## config.mk

```make
export PLATFORM = sky130hd
export DESIGN_NAME = dks_front
export DESIGN_NICKNAME = d
export VERILOG_FILES = /design/src/hdl/dks_pkg.sv /design/src/hdl/dks_front.sv
export SDC_FILE = /design/constraint.sdc
export NUM_CORES = 1
export LEC_CHECK = 0
export ABC_AREA = 1
export BUFFER_PORTS_ARGS = -buffer_cell sky130_fd_sc_hd__buf_4
export CAP_MARGIN = 30
export CORE_MARGIN = 3
export CORE_UTILIZATION = 45
export CTS_CLUSTER_SIZE = 20
export DETAILED_ROUTE_END_ITERATION = 10
export GPL_TIMING_DRIVEN = 0
export HOLD_SLACK_MARGIN = 0.15
export PLACE_DENSITY = 0.73
export SETUP_SLACK_MARGIN = 0.15
export SLEW_MARGIN = 20
export SYNTH_ARGS = -nofsm -noshare
export SYNTH_HDL_FRONTEND = slang
export SYNTH_SLANG_ARGS = --single-unit
```

## constraint.sdc

```tcl
create_clock -name clk_i -period 1.5 [get_ports clk_i]
set_clock_uncertainty 0.05 [all_clocks]
set_input_delay 0.3 -clock clk_i [delete_from_list [all_inputs] [get_ports clk_i]]
set_output_delay 0.3 -clock clk_i [all_outputs]
set_load 0.05 [all_outputs]
```

## src/hdl/dks_pkg.sv

```systemverilog
// Shared types and constants of the keyword search block.
`default_nettype none
package dks_pkg;
  localparam int unsigned DefMaxWords = 64;
  localparam int unsigned DefMaxLen   = 16;
  localparam int unsigned DefLetters  = 26;
  localparam logic [7:0]  CharA       = 8'h61;

  typedef enum logic [1:0] {
    MODE_CLEAR = 2'd0,
    MODE_LOAD  = 2'd1,
    MODE_QUERY = 2'd2,
    MODE_NONE  = 2'd3
  } mode_e;

  // Word passed from the front to the back through the queue.
  typedef struct packed {
    mode_e      mode;
    logic [7:0] character;
    logic       last;
  } cmd_t;

  typedef enum logic [2:0] {
    ST_IDLE,
    ST_LOOKUP,
    ST_READ,
    ST_CMP,
    ST_DONE
  } srch_state_e;
endpackage
`default_nettype wire

```

## src/hdl/dks_front.sv

```systemverilog
// Front part: accepts command words and queues them for the back part.
`default_nettype none
module dks_front import dks_pkg::*; (
  input  wire logic       clk_i,
  input  wire logic       rst_ni,
  input  wire logic       start_i,
  input  wire logic [1:0] mode_i,
  input  wire logic [7:0] character_i,
  input  wire logic       last_i,
  output logic            busy_o,
  output logic            cmd_valid_o,
  output cmd_t            cmd_o,
  input  wire logic       cmd_pop_i
);
  // Two-entry queue.
  cmd_t       buf_q [2];
  logic       wp_q, rp_q;
  logic [1:0] cnt_q;
  logic       push;

  assign busy_o      = (cnt_q == 2'd2);
  assign push        = start_i && !busy_o;
  assign cmd_valid_o = (cnt_q != 2'd0);
  assign cmd_o       = buf_q[rp_q];

  always_ff @(posedge clk_i) begin
    if (push) begin
      buf_q[wp_q] <= '{mode: mode_e'(mode_i), character: character_i, last: last_i};
    end
  end

  always_ff @(posedge clk_i or negedge rst_ni) begin
    if (!rst_ni) begin
      wp_q  <= 1'b0;
      rp_q  <= 1'b0;
      cnt_q <= 2'd0;
    end else begin
      if (push) wp_q <= ~wp_q;
      if (cmd_pop_i) rp_q <= ~rp_q;
      cnt_q <= cnt_q + 2'(push) - 2'(cmd_pop_i);
    end
  end
endmodule
`default_nettype wire

```

==> metrics.yaml, run 1 <==
required_ns: 1.15
worstSetupPathType: "reg -> out"
numCtsBuffers: 3
syn_nets: 102
cp_top_family: "flip-flops"
grt_pass1_wl_um: 3450
start_util: 0.5048
root_buffer: "clkbuf_4"
clkSlewWorstSetupHoldPaths_ns: 0.14
pin_count: 28
cts_sinks: 26
coreArea_um2: 2082
violations: "negative setup slack"
routed_wl_um: 2424
p_per_area_nw_per_um2: 2132
critPathBufInv: 2
hold_path_class: "in -> async"
cts_tree: "built"
synth_warnings: 0
fin_ws_ns: -0.1368
vias: 785
gr-total-overflow: 0
cp.arrival_ns: 1.29
area_delta_synth_final_pct: 67.38
die-height_um: 54.33
portBuffers: 27
die_area_um2: 2951
gp_congestion: 0.6727
clk_latency_ns: 0.31
worst_slew_pin_slew_ns: 0.2487
maxSlewHeadroom: 0.8333
status: "complete, but fails checks"
seq_area_frac_synth: 0.7238
grt_pass1_vias: 774
drc: 0
hold_violations: 0
critPathMaxFanout: 3
syn_inst: 85
drt.antenna.violating_nets: 0
cp-end-kind: "output port"
power_leakage_nw: 0.7460
synth_seq_cells: 26
firstDrtPassIters: 4
tns_ns: -1.343
hpwl_um: 1233
groute.usage.overall: 0.1735
layout-drive-gt1-share: 0.4853
antenna_found_initial: 0
slew_viol_final: 0
cap_violations: 0
row_count: 16
ctsLongestPathBuffers: 2
vias_per_cell: 4.816
start_kind: "register"
synth_cell_type_count: 11
fin_crit_sh: 1.091
ir_drop_mv: 1.527
critPathMaxStageDelay_ns: 0.47
netlist_area_um2: 1051
cp_slowest_cell: "dfrtp_2"
drt-initial-drc-count: 15
diodes: 0
grt_setup_unrepaired: "yes"
postSynthAreaPerCell_um2: 12.36
setup_viol: 11
crit_chain: "buf_4, o21ai_4, buf_6"
grt_max_degree: 15
max_freq_ghz: 0.6109
whs_ns: 0.2859
htree_levels: 1
die_x_um: 54.33
final_nets: 154
dp_worst_setup_slack_ns: -0.02719
min_period_ns: 1.637
routedWlPerCell_um: 14.87
metal layers:
layer | GRT usage | vias up | wire (um)
met3 | 0.02997 | 4 | 109
met5 | 0 | - | 0
met1 | 0.1823 | 373 | 869
li1 | - | 378 | -
met4 | 0.04979 | 0 | 22
met2 | 0.3446 | 30 | 1422
registers in the layout (all words and copies together) (netlist names):
signal,cells
buf_q,22
rp_q,1
wp_q,1
cnt_q,2
path summary, 6_finish.rpt:
kind                                    end  cells after the start      from  slack (ns)
worst max register to register  buf_q[1][3]                      5  cnt_q[1]        0.12
max in group asynchronous              rp_q                      2    rst_ni        1.00
worst min-delay path                   wp_q                      2    rst_ni        0.29
worst min register to register         wp_q                      2      wp_q        0.48
min in group clk_i                     wp_q                      3   start_i        0.29
worst max-delay path              cmd_o[10]                      3      rp_q       -0.14
layout make-up:
cell class              instances  area [um2]
plain buffers                   2       31.28
clock buffers                   3       22.52
clock inverters                 1       3.754
fillers                       102       322.8
inverters                      19       77.57
multi-input cells              38       355.3
flip-flops and latches         26       762.0
well taps                      27       33.78
repair buffers                 46       467.9
repair inverters                1       5.005
cell usage in the layout, fill, tap and decap left out, types with 2 or more instances in the layout:
| cell | count |
|---|---|
| nand2_2 | 3 |
| o21ai_2 | 2 |
| buf_12 | 2 |
| dfrtp_1 | 3 |
| nand2_1 | 16 |
| dlygate4sd3_1 | 13 |
| inv_2 | 3 |
| inv_1 | 14 |
| edfxtp_1 | 22 |
| buf_6 | 13 |
| ha_4 | 2 |
| nand2_4 | 2 |
| buf_8 | 2 |
| buf_4 | 17 |
| nand3_2 | 2 |
| clkbuf_4 | 3 |
| o21ai_4 | 9 |
through the flow:
| step | power [mW] | utilization | cell area, um2 | std cells |
|---|---|---|---|---|
| 2_1_floorplan | 2.400 | - | 1132 | 85 |
| 3_3_place_gp | 2.804 | 0.6575 | 1369 | 139 |
| 3_5_place_dp | 2.842 | 0.6575 | 1369 | 139 |
| 4_1_cts | 3.520 | 0.8077 | 1682 | 160 |
| 5_1_grt | 3.918 | 0.8450 | 1759 | 163 |
| 6_report | 3.751 | 0.8450 | 1759 | 163 |
cells in the mapped netlist:
library cell  count  area, um2
o21ai_0           7      35.03
inv_1            19      71.32
dfrtp_1           4      100.1
xor2_1            1      8.760
ha_1              2      25.02
nand2_1          21      78.83
o21ai_2           4      35.03
buf_6             2      22.52
nand3_1           2      10.01
edfxtp_1         22      660.6
nor2_1            1      3.750
report_power, final:
part	switching, mW	internal, mW	total [mW]	leakage (nW)
logic	1.44	0.923	2.36	0.480
registers	0.0935	1.00	1.09	0.251
clock network	0.200	0.0973	0.297	0.0154
total	1.73	2.02	3.75	0.746
timing repair:
| item | 4_1_cts | 5_1_grt |
|---|---|---|
| setup buffers | 4 | 1 |
| gates cloned | 0 | 2 |
| pin swaps | 4 | 5 |
| hold endpoints to repair | 27 | 0 |
| endpoints found under the setup margin | 37 | 37 |
| gates resized for setup | 31 | 10 |
| hold buffers | 13 | 0 |
cell families (layout without fill, tap and decap cells):
logic type               after synthesis  in the layout  share of synthesized area
buffers and inverters                 21             72                    0.08929
AND/OR/NAND/NOR                       24             24                    0.08810
XOR/XNOR                               1              1                   0.008335
AO/OA/AOI/OAI                         11             11                    0.06666
flip-flops                            26             26                     0.7238
adder cells (fa/ha/maj)                2              2                    0.02381
Note: power is estimated with default switching activity, not from simulation.
==> run 2: changes to the inputs <==
Settings changed: CELL_PAD_IN_SITES_DETAIL_PLACEMENT set to 1, CELL_PAD_IN_SITES_GLOBAL_PLACEMENT set to 2, CORE_UTILIZATION 45 to 29, HOLD_SLACK_MARGIN 0.15 to not set, PLACE_DENSITY 0.73 to not set, PLACE_DENSITY_LB_ADDON set to 0.1.
==> run 2 against run 1 <==
Effect of this change: the run still ends with negative setup slack left; design area decreased by 1.4%; worst hold slack got worse by 0.17 ns; first-iteration DRC count increased by 27%; final cell count increased by 7.4%; total power increased by 3.2%; die area increased by 48%; global-route usage decreased by 5.9 points; non-clock buffer count decreased by 6; critical path depth unchanged; sequential share of layout area increased by 0.63 points; largest power group unchanged; highest routed layer unchanged.
==> metrics.yaml, run 2 (same netlist as run 1, synthesis figures left out) <==
die_x_um: 66.20  # was 54.33 um
power_leakage_nw: 0.7320  # was 0.7460 nW
vias: 742  # was 785
drt.antenna.violating_nets: 0  # unchanged
vias_per_cell: 4.240  # was 4.816
clkSlewWorstSetupHoldPaths_ns: 0.13  # was 0.14 ns
multiInputGateArea_um2: 362.8  # was 355.3 um2
grt_pass1_wl_um: 3650  # was 3450 um
slew_viol_final: 0  # unchanged
grt_pass1_vias: 823  # was 774
cts_tree: "built"  # unchanged
routedWlPerCell_um: 13.37  # was 14.87 um
crit_cells: 3  # unchanged
regArea_um2: 762.0  # unchanged
ir_drop_mv: 1.557  # was 1.527 mV
tns_ns: -1.324  # was -1.343 ns
gp_congestion: 0.7067  # was 0.6727
clk_latency_ns: 0.31  # about the same
final_common_cell: "edfxtp_1"  # unchanged
fin_crit_sh: 1.102  # was 1.091
r2r_slack_ns: 0.07  # was 0.12 ns
start_kind: "register"  # unchanged
final_cell_mix: "22 x edfxtp_1, 21 x buf_4, 16 x nand2_1"  # was 22 x edfxtp_1, 17 x buf_4, 16 x nand2_1
hpwl_um: 1541  # was 1233 um
hold_violations: 0  # unchanged
final.fill_count: 360  # was 102
worstSetupPathType: "reg -> out"  # unchanged
grt_max_degree: 15  # unchanged
required_ns: 1.15  # about the same
hold_path_class: "in -> reg"  # was in -> async
max_freq_ghz: 0.6047  # was 0.6109 GHz
violations: "negative setup slack"  # unchanged
cp_top_family: "flip-flops"  # unchanged
fin_util: 0.5077  # was 0.8450
dpl.cell_count: 158  # was 139
grt_setup_unrepaired: "yes"  # unchanged
antenna_found_initial: 0  # unchanged
p_per_area_nw_per_um2: 2233  # was 2132 nW/um2
pin_count: 28  # unchanged
reg2reg_from: "cnt_q[1]"  # unchanged
power_mw: 3.872  # was 3.751 mW
cp_slowest_cell: "dfrtp_2"  # unchanged
top_register: "buf_q"  # unchanged
htree_levels: 1  # unchanged
row_count: 21  # was 16
crit_chain: "buf_12, o21ai_4, buf_8"  # was buf_4, o21ai_4, buf_6
top_regs: "buf_q (22), cnt_q (2)"  # unchanged
cp.arrival_ns: 1.30  # was 1.29 ns
dp_worst_setup_slack_ns: -0.1094  # was -0.02719 ns
critPathMaxFanout: 10  # was 3
portBuffers: 27  # unchanged
cap_violations: 0  # unchanged
worst_slew_pin_slew_ns: 0.2042  # was 0.2487 ns
ctsLongestPathBuffers: 2  # unchanged
groute.usage.overall: 0.1148  # was 0.1735
gr-total-overflow: 0  # unchanged
final_nets: 147  # was 154
start_util: 0.3077  # was 0.5048
coreArea_um2: 3416  # was 2082 um2
firstDrtPassIters: 3  # was 4
status: "complete, but fails checks"  # unchanged
instances_no_fill: 175  # was 163
setup_viol: 11  # unchanged
min_period_ns: 1.654  # was 1.637 ns
diodes: 0  # unchanged
r2r_end: "buf_q[1][5]"  # was buf_q[1][3]
drc: 0  # unchanged
die-height_um: 66.20  # was 54.33 um
largest_reg_flops: 22  # unchanged
worstSetupEndpoint: "cmd_o[1]"  # was cmd_o[10]
maxSlewHeadroom: 0.8636  # was 0.8333
routed_wl_um: 2339  # was 2424 um
root_buffer: "clkbuf_4"  # unchanged
drt-initial-drc-count: 19  # was 15
crit_path_start: "rp_q"  # unchanged
fin_ws_ns: -0.1537  # was -0.1368 ns
die_area_um2: 4382  # was 2951 um2
layout-drive-gt1-share: 0.5581  # was 0.4853
cp-end-kind: "output port"  # unchanged
critPathMaxStageDelay_ns: 0.47  # about the same
cts_sinks: 26  # unchanged
critPathBufInv: 2  # unchanged
area_delta_synth_final_pct: 65.00  # was 67.38%
numCtsBuffers: 3  # unchanged
reg2reg_depth: 5  # unchanged
## run 2: power by group
part | switching (mW) | internal (mW) | leakage, nW
clock | 0.199 | 0.0972 | 0.0154
sequential | 0.0890 | 0.999 | 0.251
combinational | 1.45 | 1.04 | 0.466
## run 2: worst min-delay path by stage
stage / slack, ns / cells past startpoint / from / to
finish: 0.11 / 1 / mode_i[1] / buf_q[1][10]
global route: 0.08 / 1 / character_i[5] / buf_q[1][6]
CTS: 0.10 / 1 / character_i[0] / buf_q[1][1]
detailed placement: 0.05 / 1 / rst_ni / cnt_q[1]
global placement: 0.05 / 1 / rst_ni / cnt_q[1]
floorplan: -0.05 / 0 / rst_ni / cnt_q[0]
## run 2: through the flow
step	instance area, um2	hold WS [ns]
2_1_floorplan	1132	-0.04559
3_3_place_gp	1393	0.05100
3_5_place_dp	1393	0.05262
4_1_cts	1634	0.1028
5_1_grt	1734	0.07931
6_report	1734	0.1112
## run 2: layer usage
metal	up-vias	part of all wire	GRT usage
met2	16	0.53	0.2156
li1	363	-	-
met3	2	0.055	0.02721
met5	-	0	0
met4	0	0.0081	0.04569
met1	361	0.40	0.1207
## run 2: final cells by class
cell class / count / area share
well taps: 46 / 0.03319
repair buffers: 40 / 0.2403
multi-input cells: 38 / 0.2092
inverters: 19 / 0.04473
flip-flops and latches: 26 / 0.4394
clock buffers: 3 / 0.01299
plain buffers: 2 / 0.01804
clock inverters: 1 / 0.002165
## run 2: repair_timing
action                                 4_1_cts  5_1_grt
cloned                                       0        1
endpoints found under the hold margin        4        0
pin swaps                                    6        7
setup endpoints to repair                   37       26
resized for setup                           30       16
hold buffers                                 1        0
setup buffers                                9        2
## run 2: worst reg2reg max path, stage by stage (launching register included)
cell and delay [ns]:
dfrtp_1 0.46, nand2_4 0.12, nand2_4 0.07, buf_6 0.12
nor2_4 0.18, clkbuf_16 0.19
